--- src/rtl/latency_log_priority_macros.svh ---
`ifndef LATENCY_LOG_PRIORITY_MACROS_SVH
`define LATENCY_LOG_PRIORITY_MACROS_SVH

// Same-cycle implication, checked on every rising edge outside reset.
`define LLP_ASSERT_IMP(label, clk, rst, ante, cons) \
  label: assert property (@(posedge clk) disable iff (rst) (ante) |-> (cons)) \
    else $error("latency_log_priority: same-cycle check failed");

// Next-cycle implication, checked on every rising edge outside reset.
`define LLP_ASSERT_NXT(label, clk, rst, ante, cons) \
  label: assert property (@(posedge clk) disable iff (rst) (ante) |=> (cons)) \
    else $error("latency_log_priority: next-cycle check failed");

`endif

--- src/rtl/llp_pkg.sv ---
`default_nettype none

package llp_pkg;

  // Latency bits that take part in the logarithm
  localparam int LAT_BITS    = 32;
  localparam int MAX_SAMPLES = 200;

  // Normalizer works on a power-of-two word of at least 32 bits
  localparam int NORM_W      = (LAT_BITS > 32) ? 64 : 32;
  localparam int NORM_STEPS  = $clog2(NORM_W);
  localparam int STEP_W      = $clog2(NORM_STEPS);
  localparam int MSB_W       = $clog2(NORM_W);
  localparam logic [NORM_W-1:0] LAT_MASK = NORM_W'((128'd1 << LAT_BITS) - 128'd1);

  // Q30 mantissa and Q8 logarithm
  localparam int MANT_W      = 31;
  localparam int FRAC_BITS   = 8;
  localparam int FRAC_STEP_W = $clog2(FRAC_BITS);
  localparam int LOG_W       = MSB_W + FRAC_BITS;

  localparam int SCALE_W     = 19;
  localparam int SCALE_SHIFT = 16;
  localparam int LEVEL_W     = LOG_W + SCALE_W - SCALE_SHIFT;

  localparam int SUM_W       = 24;
  localparam int COUNT_W     = 8;
  localparam int CEIL_W      = 16;
  localparam int PRIO_W      = 8;
  localparam int PRIO_SHIFT  = 8;
  localparam int DIV_STEP_W  = $clog2(SUM_W);
  localparam int REM_W       = COUNT_W + 1;

  // Configuration port
  localparam int CFG_W       = 19;
  localparam int CFG_IDX_W   = 2;
  localparam logic [CFG_IDX_W-1:0] REG_SAMPLE_COUNT  = 2'd0;
  localparam logic [CFG_IDX_W-1:0] REG_LEVEL_SCALE   = 2'd1;
  localparam logic [CFG_IDX_W-1:0] REG_CEILING_LEVEL = 2'd2;
  localparam logic [COUNT_W-1:0]   SAMPLE_COUNT_RST  = 8'd100;
  localparam logic [SCALE_W-1:0]   LEVEL_SCALE_RST   = 19'd78913;
  localparam logic [CEIL_W-1:0]    CEILING_LEVEL_RST = 16'd8192;

  // Queue between front and back (depth must be a power of two)
  localparam int QDEPTH      = 2;
  localparam int QPTR_W      = $clog2(QDEPTH);
  localparam int QCNT_W      = $clog2(QDEPTH + 1);

  typedef struct packed {
    logic [31:0] latency_us;
    logic        read_failed;
  } llp_in_t;

  typedef struct packed {
    logic [PRIO_W-1:0] priority_res;
    logic              status;
  } llp_out_t;

  typedef struct packed {
    logic [COUNT_W-1:0] sample_count;
    logic [SCALE_W-1:0] level_scale;
    logic [CEIL_W-1:0]  ceiling_level;
  } llp_cfg_t;

  // Classified sample as handed from front to back
  typedef struct packed {
    logic              failed;
    logic              zero;
    logic [MSB_W-1:0]  msb;
    logic [MANT_W-1:0] mant;
  } llp_entry_t;

  typedef enum logic [1:0] {
    FR_IDLE,
    FR_NORM,
    FR_HOLD
  } fr_state_t;

  typedef enum logic [2:0] {
    BK_IDLE,
    BK_SQUARE,
    BK_SCALE,
    BK_ACCUM,
    BK_DIVIDE,
    BK_EMIT
  } bk_state_t;

endpackage

`default_nettype wire

--- src/rtl/llp_front.sv ---
`default_nettype none

module llp_front (
  input  wire logic                clk,
  input  wire logic                rst,
  input  wire logic                start,
  input  wire llp_pkg::llp_in_t    item,
  output logic                     busy,
  output logic                     push_req,
  output llp_pkg::llp_entry_t      entry,
  input  wire logic                q_full
);
  import llp_pkg::*;

  fr_state_t         state, state_next;
  logic [NORM_W-1:0] norm, norm_next;
  logic [MSB_W-1:0]  lz, lz_next;
  logic [STEP_W-1:0] step, step_next;
  logic              failed, failed_next;
  logic              zero, zero_next;
  logic [NORM_W-1:0] lat_in;
  logic [NORM_W-1:0] shifted;
  logic              top_zero;

  assign lat_in = NORM_W'(item.latency_us) & LAT_MASK;

  // One binary-search step of the leading-zero count per cycle
  always_comb begin
    top_zero = 1'b0;
    shifted  = norm;
    for (int i = 0; i < NORM_STEPS; i++) begin
      if (step == STEP_W'(i)) begin
        top_zero = ((norm >> (NORM_W - (1 << i))) == '0);
        shifted  = norm << (1 << i);
      end
    end
  end

  always_ff @(posedge clk) begin
    if (rst) begin
      state <= FR_IDLE;
    end else begin
      state <= state_next;
    end
  end

  always_ff @(posedge clk) begin
    norm   <= norm_next;
    lz     <= lz_next;
    step   <= step_next;
    failed <= failed_next;
    zero   <= zero_next;
  end

  always_comb begin
    state_next  = state;
    norm_next   = norm;
    lz_next     = lz;
    step_next   = step;
    failed_next = failed;
    zero_next   = zero;
    unique case (state)
      FR_IDLE: begin
        if (start) begin
          failed_next = item.read_failed;
          zero_next   = (lat_in == '0);
          norm_next   = lat_in;
          lz_next     = '0;
          step_next   = STEP_W'(NORM_STEPS - 1);
          state_next  = (item.read_failed || lat_in == '0) ? FR_HOLD : FR_NORM;
        end
      end
      FR_NORM: begin
        if (top_zero) begin
          norm_next = shifted;
          lz_next   = lz + (MSB_W'(1) << step);
        end
        if (step == '0) begin
          state_next = FR_HOLD;
        end else begin
          step_next = step - STEP_W'(1);
        end
      end
      FR_HOLD: begin
        if (!q_full) begin
          state_next = FR_IDLE;
        end
      end
      default: state_next = FR_IDLE;
    endcase
  end

  assign busy     = (state != FR_IDLE);
  assign push_req = (state == FR_HOLD);

  always_comb begin
    entry.failed = failed;
    entry.zero   = zero;
    entry.msb    = MSB_W'(NORM_W - 1) - lz;
    entry.mant   = norm[NORM_W-1 -: MANT_W];
  end

endmodule

`default_nettype wire

--- src/rtl/llp_queue.sv ---
`default_nettype none

module llp_queue (
  input  wire logic                 clk,
  input  wire logic                 rst,
  input  wire logic                 push_req,
  input  wire llp_pkg::llp_entry_t  push_entry,
  output logic                      full,
  input  wire logic                 pop,
  output logic                      pop_valid,
  output llp_pkg::llp_entry_t       pop_entry,
  output logic [llp_pkg::QCNT_W-1:0] count
);
  import llp_pkg::*;

  llp_entry_t        slots [QDEPTH];
  logic [QPTR_W-1:0] wr_ptr;
  logic [QPTR_W-1:0] rd_ptr;
  logic              do_push;
  logic              do_pop;

  assign full      = (count == QCNT_W'(QDEPTH));
  assign pop_valid = (count != '0);
  assign pop_entry = slots[rd_ptr];
  assign do_push   = push_req && !full;
  assign do_pop    = pop && pop_valid;

  always_ff @(posedge clk) begin
    if (rst) begin
      wr_ptr <= '0;
      rd_ptr <= '0;
      count  <= '0;
    end else begin
      if (do_push) begin
        wr_ptr <= wr_ptr + QPTR_W'(1);
      end
      if (do_pop) begin
        rd_ptr <= rd_ptr + QPTR_W'(1);
      end
      if (do_push && !do_pop) begin
        count <= count + QCNT_W'(1);
      end else if (do_pop && !do_push) begin
        count <= count - QCNT_W'(1);
      end
    end
  end

  always_ff @(posedge clk) begin
    if (do_push) begin
      slots[wr_ptr] <= push_entry;
    end
  end

endmodule

`default_nettype wire

--- src/rtl/llp_back.sv ---
`default_nettype none

module llp_back (
  input  wire logic                clk,
  input  wire logic                rst,
  input  wire llp_pkg::llp_cfg_t   cfg,
  input  wire logic                pop_valid,
  input  wire llp_pkg::llp_entry_t pop_entry,
  output logic                     pop,
  output logic                     done,
  output llp_pkg::llp_out_t        result
);
  import llp_pkg::*;

  bk_state_t              state, state_next;
  logic [MANT_W-1:0]      mant, mant_next;
  logic [MSB_W-1:0]       msb, msb_next;
  logic [FRAC_BITS-1:0]   frac, frac_next;
  logic [FRAC_STEP_W-1:0] fstep, fstep_next;
  logic [LEVEL_W-1:0]     level, level_next;
  logic [COUNT_W-1:0]     seen, seen_next;
  logic [SUM_W-1:0]       sum, sum_next;
  logic [SUM_W-1:0]       quot, quot_next;
  logic [REM_W-1:0]       rem, rem_next;
  logic [DIV_STEP_W-1:0]  dstep, dstep_next;
  logic                   done_next;
  llp_out_t               result_next;

  logic [COUNT_W-1:0]     count_eff;
  logic [2*MANT_W-1:0]    sq_prod;
  logic [MANT_W:0]        sq;
  logic [LOG_W+SCALE_W-1:0] scale_prod;
  logic [SUM_W:0]         sum_add;
  logic [SUM_W-1:0]       sum_sat;
  logic [COUNT_W-1:0]     seen_inc;
  logic [REM_W-1:0]       rem_shift;
  logic [REM_W-1:0]       rem_sub;
  logic                   div_ge;
  logic [CEIL_W-1:0]      avg_clip;
  logic [CEIL_W-1:0]      diff;

  always_comb begin
    if (cfg.sample_count == '0) begin
      count_eff = COUNT_W'(1);
    end else if (cfg.sample_count > COUNT_W'(MAX_SAMPLES)) begin
      count_eff = COUNT_W'(MAX_SAMPLES);
    end else begin
      count_eff = cfg.sample_count;
    end
  end

  // Square the Q30 mantissa; the product keeps Q30 after dropping 30 bits
  assign sq_prod    = (2*MANT_W)'(mant) * (2*MANT_W)'(mant);
  assign sq         = sq_prod[2*MANT_W-1 : MANT_W-1];
  assign scale_prod = (LOG_W+SCALE_W)'({msb, frac}) * (LOG_W+SCALE_W)'(cfg.level_scale);
  assign sum_add    = (SUM_W+1)'(sum) + (SUM_W+1)'(level);
  assign sum_sat    = sum_add[SUM_W] ? '1 : sum_add[SUM_W-1:0];
  assign seen_inc   = seen + COUNT_W'(1);
  assign rem_shift  = {rem[REM_W-2:0], quot[SUM_W-1]};
  assign div_ge     = (rem_shift >= REM_W'(count_eff));
  assign rem_sub    = rem_shift - REM_W'(count_eff);
  assign avg_clip   = (quot > SUM_W'(cfg.ceiling_level)) ? cfg.ceiling_level
                                                         : quot[CEIL_W-1:0];
  assign diff       = cfg.ceiling_level - avg_clip;
  assign pop        = (state == BK_IDLE) && pop_valid;

  always_ff @(posedge clk) begin
    if (rst) begin
      state <= BK_IDLE;
      seen  <= '0;
      sum   <= '0;
      done  <= 1'b0;
    end else begin
      state <= state_next;
      seen  <= seen_next;
      sum   <= sum_next;
      done  <= done_next;
    end
  end

  always_ff @(posedge clk) begin
    mant   <= mant_next;
    msb    <= msb_next;
    frac   <= frac_next;
    fstep  <= fstep_next;
    level  <= level_next;
    quot   <= quot_next;
    rem    <= rem_next;
    dstep  <= dstep_next;
    result <= result_next;
  end

  always_comb begin
    state_next  = state;
    mant_next   = mant;
    msb_next    = msb;
    frac_next   = frac;
    fstep_next  = fstep;
    level_next  = level;
    seen_next   = seen;
    sum_next    = sum;
    quot_next   = quot;
    rem_next    = rem;
    dstep_next  = dstep;
    done_next   = 1'b0;
    result_next = result;
    unique case (state)
      BK_IDLE: begin
        if (pop_valid) begin
          if (pop_entry.failed) begin
            seen_next                = '0;
            sum_next                 = '0;
            done_next                = 1'b1;
            result_next.priority_res = '0;
            result_next.status       = 1'b1;
          end else if (pop_entry.zero) begin
            level_next = '0;
            state_next = BK_ACCUM;
          end else begin
            mant_next  = pop_entry.mant;
            msb_next   = pop_entry.msb;
            frac_next  = '0;
            fstep_next = '0;
            state_next = BK_SQUARE;
          end
        end
      end
      BK_SQUARE: begin
        frac_next = {frac[FRAC_BITS-2:0], sq[MANT_W]};
        mant_next = sq[MANT_W] ? sq[MANT_W:1] : sq[MANT_W-1:0];
        if (fstep == FRAC_STEP_W'(FRAC_BITS - 1)) begin
          state_next = BK_SCALE;
        end else begin
          fstep_next = fstep + FRAC_STEP_W'(1);
        end
      end
      BK_SCALE: begin
        level_next = scale_prod[LOG_W+SCALE_W-1 : SCALE_SHIFT];
        state_next = BK_ACCUM;
      end
      BK_ACCUM: begin
        if (seen_inc >= count_eff) begin
          quot_next  = sum_sat;
          rem_next   = '0;
          dstep_next = '0;
          seen_next  = '0;
          sum_next   = '0;
          state_next = BK_DIVIDE;
        end else begin
          sum_next   = sum_sat;
          seen_next  = seen_inc;
          state_next = BK_IDLE;
        end
      end
      BK_DIVIDE: begin
        rem_next  = div_ge ? rem_sub : rem_shift;
        quot_next = {quot[SUM_W-2:0], div_ge};
        if (dstep == DIV_STEP_W'(SUM_W - 1)) begin
          state_next = BK_EMIT;
        end else begin
          dstep_next = dstep + DIV_STEP_W'(1);
        end
      end
      BK_EMIT: begin
        done_next                = 1'b1;
        result_next.priority_res = PRIO_W'(diff >> PRIO_SHIFT);
        result_next.status       = 1'b0;
        state_next               = BK_IDLE;
      end
      default: state_next = BK_IDLE;
    endcase
  end

endmodule

`default_nettype wire

--- src/rtl/latency_log_priority.sv ---
// Path priority from the logarithmic average of read latencies.
//
// Input channel: drive item (latency_us, read_failed) with start; the sample
// transfers on a rising edge where start is high and busy is low. Config
// channel: cfg_we, cfg_index, cfg_data write sample_count (0), level_scale (1)
// and ceiling_level (2), with no read-back.
// Output channel: done is high for one cycle with result (priority_res,
// status). The receiver cannot stall, so results are never held.
//
// Operation: the front end accepts a sample, runs 5 normalize steps of the
// leading-zero search (skipped for a failed read or a zero latency) and
// hands it off. A failed read passes through the queue and raises done from
// the back end's idle state. An ordinary sample occupies the back end for
// 8 squaring steps on the 31x31 squaring multiplier, scale and accumulate;
// the sample that closes a round then runs the bit-serial divider and an
// emit step. The front end takes a new sample only after handing off the
// last one, so busy holds off new samples while it normalizes or holds a
// sample for a full queue. While the 2-entry queue has room the front end
// runs ahead of the back end; once it fills, the back end sets the pace.
// Reset: config returns to 100 / 78913 / 8192, the accumulation clears and
// the queue empties; no clearing pass is needed.
`default_nettype none
`include "latency_log_priority_macros.svh"

module latency_log_priority (
  input  wire logic                            clk,
  input  wire logic                            rst,
  input  wire logic                            start,
  output logic                                 busy,
  input  wire llp_pkg::llp_in_t                item,
  input  wire logic                            cfg_we,
  input  wire logic [llp_pkg::CFG_IDX_W-1:0]   cfg_index,
  input  wire logic [llp_pkg::CFG_W-1:0]       cfg_data,
  output logic                                 done,
  output llp_pkg::llp_out_t                    result
);
  import llp_pkg::*;

  llp_cfg_t          cfg;
  llp_entry_t        fr_entry;
  llp_entry_t        q_entry;
  logic              fr_push_req;
  logic              q_full;
  logic              q_valid;
  logic              bk_pop;
  logic [QCNT_W-1:0] q_count;

  // Configuration registers: take a write only on a listed index
  always_ff @(posedge clk) begin
    if (rst) begin
      cfg.sample_count  <= SAMPLE_COUNT_RST;
      cfg.level_scale   <= LEVEL_SCALE_RST;
      cfg.ceiling_level <= CEILING_LEVEL_RST;
    end else if (cfg_we) begin
      unique case (cfg_index)
        REG_SAMPLE_COUNT:  cfg.sample_count  <= cfg_data[COUNT_W-1:0];
        REG_LEVEL_SCALE:   cfg.level_scale   <= cfg_data[SCALE_W-1:0];
        REG_CEILING_LEVEL: cfg.ceiling_level <= cfg_data[CEIL_W-1:0];
        default: ;
      endcase
    end
  end

  // Front end: accept, mask and normalize the latency, flag failed/zero
  llp_front u_front (
    .clk      (clk),
    .rst      (rst),
    .start    (start),
    .item     (item),
    .busy     (busy),
    .push_req (fr_push_req),
    .entry    (fr_entry),
    .q_full   (q_full)
  );

  // Short queue so the front can run ahead of the arithmetic
  llp_queue u_queue (
    .clk        (clk),
    .rst        (rst),
    .push_req   (fr_push_req),
    .push_entry (fr_entry),
    .full       (q_full),
    .pop        (bk_pop),
    .pop_valid  (q_valid),
    .pop_entry  (q_entry),
    .count      (q_count)
  );

  // Back end: log2 fraction, level scale, accumulate, divide, emit
  llp_back u_back (
    .clk       (clk),
    .rst       (rst),
    .cfg       (cfg),
    .pop_valid (q_valid),
    .pop_entry (q_entry),
    .pop       (bk_pop),
    .done      (done),
    .result    (result)
  );

  // Queue occupancy never passes its depth
  `LLP_ASSERT_IMP(a_queue_bound, clk, rst, 1'b1, q_count <= QCNT_W'(QDEPTH))
  // A sample blocked by a full queue stays offered and unchanged
  `LLP_ASSERT_NXT(a_front_holds, clk, rst, fr_push_req && q_full, fr_push_req && $stable(fr_entry))
  // A valid priority never exceeds the ceiling's integer level
  `LLP_ASSERT_IMP(a_prio_bound, clk, rst, done && !result.status, result.priority_res <= cfg.ceiling_level[CEIL_W-1:PRIO_SHIFT])

endmodule

`default_nettype wire

--- config.mk ---
export PLATFORM = sky130hd
export DESIGN_NAME = latency_log_priority
export DESIGN_NICKNAME = d
export VERILOG_FILES = /design/src/rtl/llp_pkg.sv /design/src/rtl/llp_front.sv /design/src/rtl/llp_queue.sv /design/src/rtl/llp_back.sv /design/src/rtl/latency_log_priority.sv
export VERILOG_INCLUDE_DIRS = /design/src /design/src/rtl
export SDC_FILE = /design/constraint.sdc
export NUM_CORES = 2
export LEC_CHECK = 0
export ABC_AREA = 1
export BUFFER_PORTS_ARGS = -buffer_cell sky130_fd_sc_hd__clkbuf_2
export CORE_UTILIZATION = 52
export DETAILED_ROUTE_END_ITERATION = 8
export GPL_TIMING_DRIVEN = 0
export MAX_ROUTING_LAYER = met4
export PLACE_DENSITY_LB_ADDON = 0.12
export SYNTH_ARGS = -nofsm -noshare
export SYNTH_HDL_FRONTEND = slang
export SYNTH_SLANG_ARGS = --single-unit
export TNS_END_PERCENT = 30
--- constraint.sdc ---
create_clock -name clk -period 6.91 [get_ports clk]
set_input_delay 1.0365 -clock clk [delete_from_list [all_inputs] [get_ports clk]]
set_output_delay 1.0365 -clock clk [all_outputs]
set_load 0.02 [all_outputs]
==> flow_summary.ini <==
[clock_tree]
cts_root_buf = sky130_fd_sc_hd__clkbuf_16
clkTransAtPathRegs_ps = 60
clkSinkCount = 313
cts_buffers = 38
tritoncts = built
clk-insertion-delay-late_ps = 570
clock_tree.htree_level_count = 2
clock_tree.buffer_depth = 3

[layout]
num-fill-cells = 9184
multi_input_comb_area_um2 = 38100
nNetsFinal = 8026
seq_area_um2 = 8538
area_growth_syn_to_layout_pct = 12.80
drive_gt1_share_pct = 10.39
finalCoreUtilization_pct = 59.21

[floorplan]
pin_count = 69
start_util_pct = 52.49
coreArea_um2 = 100000
fp.dieArea_um2 = 102200
die_h_um = 319.7
rows = 116
die_width_um = 319.7

[sta]
rsz0062_at_grt = yes
final_hold_slack_ps = 471.6
setup-tns-final_ps = -16730
timing.fmax_mhz = 133.0
setup_violations = 32
finalWorstSetupSlack_ps = -607.7
finalHoldViolations = 0
slew_headroom_pct = 36.65
finalCriticalPeriod_ps = 7518
post-route-period-util_pct = 108.8
fin_worst_skew_ps = 29.74
maxSlewViolCount = 0
tightestPinTransition_ps = 950.2

[setup_path]
reg2reg_depth = 25
r2r-start = u_back.mant[7]
end_kind = flip-flop
timing.critical_path.arrival_ps = 7830
ff2ff_setup_slack_ps = -610
criticalPathCategory = flip-flop to flip-flop
timing.critical_path.from = u_back.mant[7]
critical_path.max_fanout = 7
crit-reg2reg-capture = u_back.mant[4]
cp-endpoint = u_back.mant[4]
cp.required_ps = 7220
worstSetupStartpointType = flip-flop

[synth]
synth_edf_count = 227
yosysMostFrequentCell = sky130_fd_sc_hd__inv_1
synth.net_count = 7785
synth_seq_cells = 313
avgSynthCellArea_um2 = 8.229
synth_cell_type_count = 58
post-synth-top-area-cell = sky130_fd_sc_hd__fa_1
yosys_most_used_dff = sky130_fd_sc_hd__edfxtp_1
synth_top_area_share_pct = 35.70
synthesis.yosys.warnings = 0
ys_seq_area_share_pct = 16.27
post_synth_inst_count = 6379
synth.area.top_cells = sky130_fd_sc_hd__fa_1 36%, sky130_fd_sc_hd__edfxtp_1 13%, sky130_fd_sc_hd__inv_1 12%
synth_top_cells_by_count = 1660 x sky130_fd_sc_hd__inv_1, 1402 x sky130_fd_sc_hd__nand2_1, 936 x sky130_fd_sc_hd__fa_1
asyncSetResetFlopFracSynth_pct = 0
syn-cell-area_um2 = 52490

[job]
max-cap-violations = 0

[route]
postRouteWirelength_mm = 168.1
first_iter_violations = 3138
avgViaCountPerCell = 5.385
drc_errors_left = 0
postRouteAntennaNets = 0
drtPass1Iterations = 6
route.vias.total = 42793
wl_per_cell_um = 21.15

[status]
violations = setup timing
status = finished, violations left

[grt]
grt_busiest_layer = met2
grt_pass1_vias = 43993
number_of_antenna_violations_at_the_first_check_in_global_routing = 2
global_route.usage.total_pct = 34.36
grt_overflow = 0
use_met3_pct = 3.977
gr-usage-met2_pct = 57.55
globalRouteMet1Util_pct = 40.99
grt_max_degree = 33
grt_first_pass_wirelength_mm = 256.5

[hold_path]
hold_path.class = flip-flop to flip-flop
launch_instance_of_the_worst_min_delay_path = u_back.sum[10]

[placed_design]
dp_hpwl_mm = 138.0
globalplace.congestion = 1.027
numPortBuffers = 68
post-place-ws_ps = -2379
==> sequential cells by signal, indices dropped and copies added (netlist names), 5 cells and up, named ones only <==
register / flops
u_back.frac: 8
u_back.msb: 5
u_back.mant: 31
u_back.result: 9
cfg: 43
u_back.rem: 8
u_queue.slots: 76
u_back.level: 16
u_back.seen: 8
u_back.quot: 24
u_back.sum: 24
u_back.dstep: 5
u_front.lz: 5
u_front.norm: 32
==> stage by stage <==
stage	instance area (µm²)	cells
after CTS	58060	7908
after global routing	59210	7947
final	59210	7947
after global placement	54470	7745
after floorplan	52510	6379
after detailed placement	54620	7751
==> layer usage <==
metal	share of wire, %	wire [µm]	up-vias
li1	-	-	19697
met4	6.6	11060	0
met5	0	0	-
met1	38	64300	20980
met2	49	82160	1607
met3	6.3	10570	509
==> worst min-delay path by stage <==
stage / slack, ps / to / depth (start not counted)
global placement: 460 / u_back.sum[6] / 2
detailed placement: 460 / u_back.sum[6] / 2
finish: 470 / u_back.sum[10] / 2
CTS: 470 / u_back.sum[6] / 2
global route: 490 / u_back.sum[10] / 2
floorplan: 420 / u_queue.slots[0][36] / 0
==> placed cells by master, fill, tap and decap left out, types with 16 or more instances in the layout <==
cell,instances
sky130_fd_sc_hd__fa_2,47
sky130_fd_sc_hd__nor2_2,18
sky130_fd_sc_hd__fa_1,889
sky130_fd_sc_hd__clkbuf_16,58
sky130_fd_sc_hd__a21o_1,18
sky130_fd_sc_hd__a21oi_2,24
sky130_fd_sc_hd__clkbuf_1,104
sky130_fd_sc_hd__buf_8,21
sky130_fd_sc_hd__o21ai_0,223
sky130_fd_sc_hd__nand3_1,142
sky130_fd_sc_hd__mux2_2,35
sky130_fd_sc_hd__inv_2,31
sky130_fd_sc_hd__nand4_1,29
sky130_fd_sc_hd__clkbuf_2,76
sky130_fd_sc_hd__inv_1,1634
sky130_fd_sc_hd__nor3_1,36
sky130_fd_sc_hd__a211oi_1,22
sky130_fd_sc_hd__buf_4,108
sky130_fd_sc_hd__buf_6,22
sky130_fd_sc_hd__xor2_1,32
sky130_fd_sc_hd__buf_12,19
sky130_fd_sc_hd__or2_2,16
sky130_fd_sc_hd__nand2_2,44
sky130_fd_sc_hd__edfxtp_1,227
sky130_fd_sc_hd__dfxtp_1,86
sky130_fd_sc_hd__nand2_1,1352
sky130_fd_sc_hd__ha_1,381
sky130_fd_sc_hd__o21ai_1,20
sky130_fd_sc_hd__xnor2_1,20
sky130_fd_sc_hd__nor4_1,19
sky130_fd_sc_hd__ha_4,27
sky130_fd_sc_hd__clkbuf_8,17
sky130_fd_sc_hd__o21bai_1,17
sky130_fd_sc_hd__a21oi_1,239
sky130_fd_sc_hd__nor2_1,354
==> worst max-delay path, cell delays in order (launching register included) <==
cell                        delay [ps]
sky130_fd_sc_hd__edfxtp_1          540
sky130_fd_sc_hd__clkbuf_16         230
sky130_fd_sc_hd__buf_12            130
sky130_fd_sc_hd__buf_4             120
sky130_fd_sc_hd__nand2_1           110
sky130_fd_sc_hd__fa_1              550
sky130_fd_sc_hd__inv_1              50
sky130_fd_sc_hd__fa_1              500
sky130_fd_sc_hd__inv_1              60
sky130_fd_sc_hd__fa_1              520
sky130_fd_sc_hd__inv_1              50
sky130_fd_sc_hd__fa_2              530
sky130_fd_sc_hd__fa_2              450
sky130_fd_sc_hd__fa_2              560
sky130_fd_sc_hd__fa_1              450
sky130_fd_sc_hd__fa_2              600
sky130_fd_sc_hd__ha_2              300
sky130_fd_sc_hd__a21oi_2           190
sky130_fd_sc_hd__o21ai_1           140
sky130_fd_sc_hd__a21oi_1           260
sky130_fd_sc_hd__o21ai_1           140
sky130_fd_sc_hd__a21oi_1           190
sky130_fd_sc_hd__xor2_1            320
sky130_fd_sc_hd__nand2_1            90
sky130_fd_sc_hd__nand3_1           110
sky130_fd_sc_hd__nand2_1            60
==> layout make-up <==
cell class | instances | area share [%]
inverters | 1669 | 10.58
multi-input cells | 4186 | 64.34
well taps | 1298 | 2.743
flip-flops and latches | 313 | 14.42
clock inverters | 22 | 0.4754
repair buffers | 203 | 2.772
plain buffers | 209 | 2.956
clock buffers | 46 | 1.709
diodes | 1 | 0.004226
==> logic make-up after synthesis <==
logic type      count (synthesis)  share of synthesized area (%)
simple gates                 2081                          15.95
compound gates                665                          7.029
flops                         313                          16.27
buf+inv                      1880                          13.53
mux                            37                         0.7889
fa+ha+maj                    1348                          45.52
xor+xnor                       55                         0.9176
==> timing repair <==
action | in CTS | in global routing
hold buffers | 0 | 0
setup endpoints to repair | 32 | 32
gates cloned | 1 | 4
setup buffers | 89 | 35
resized for setup | 395 | 226
pin swaps | 59 | 79
Power is not shown: default switching activity piles up to over one toggle a cycle in this logic, so the estimate is an artifact.
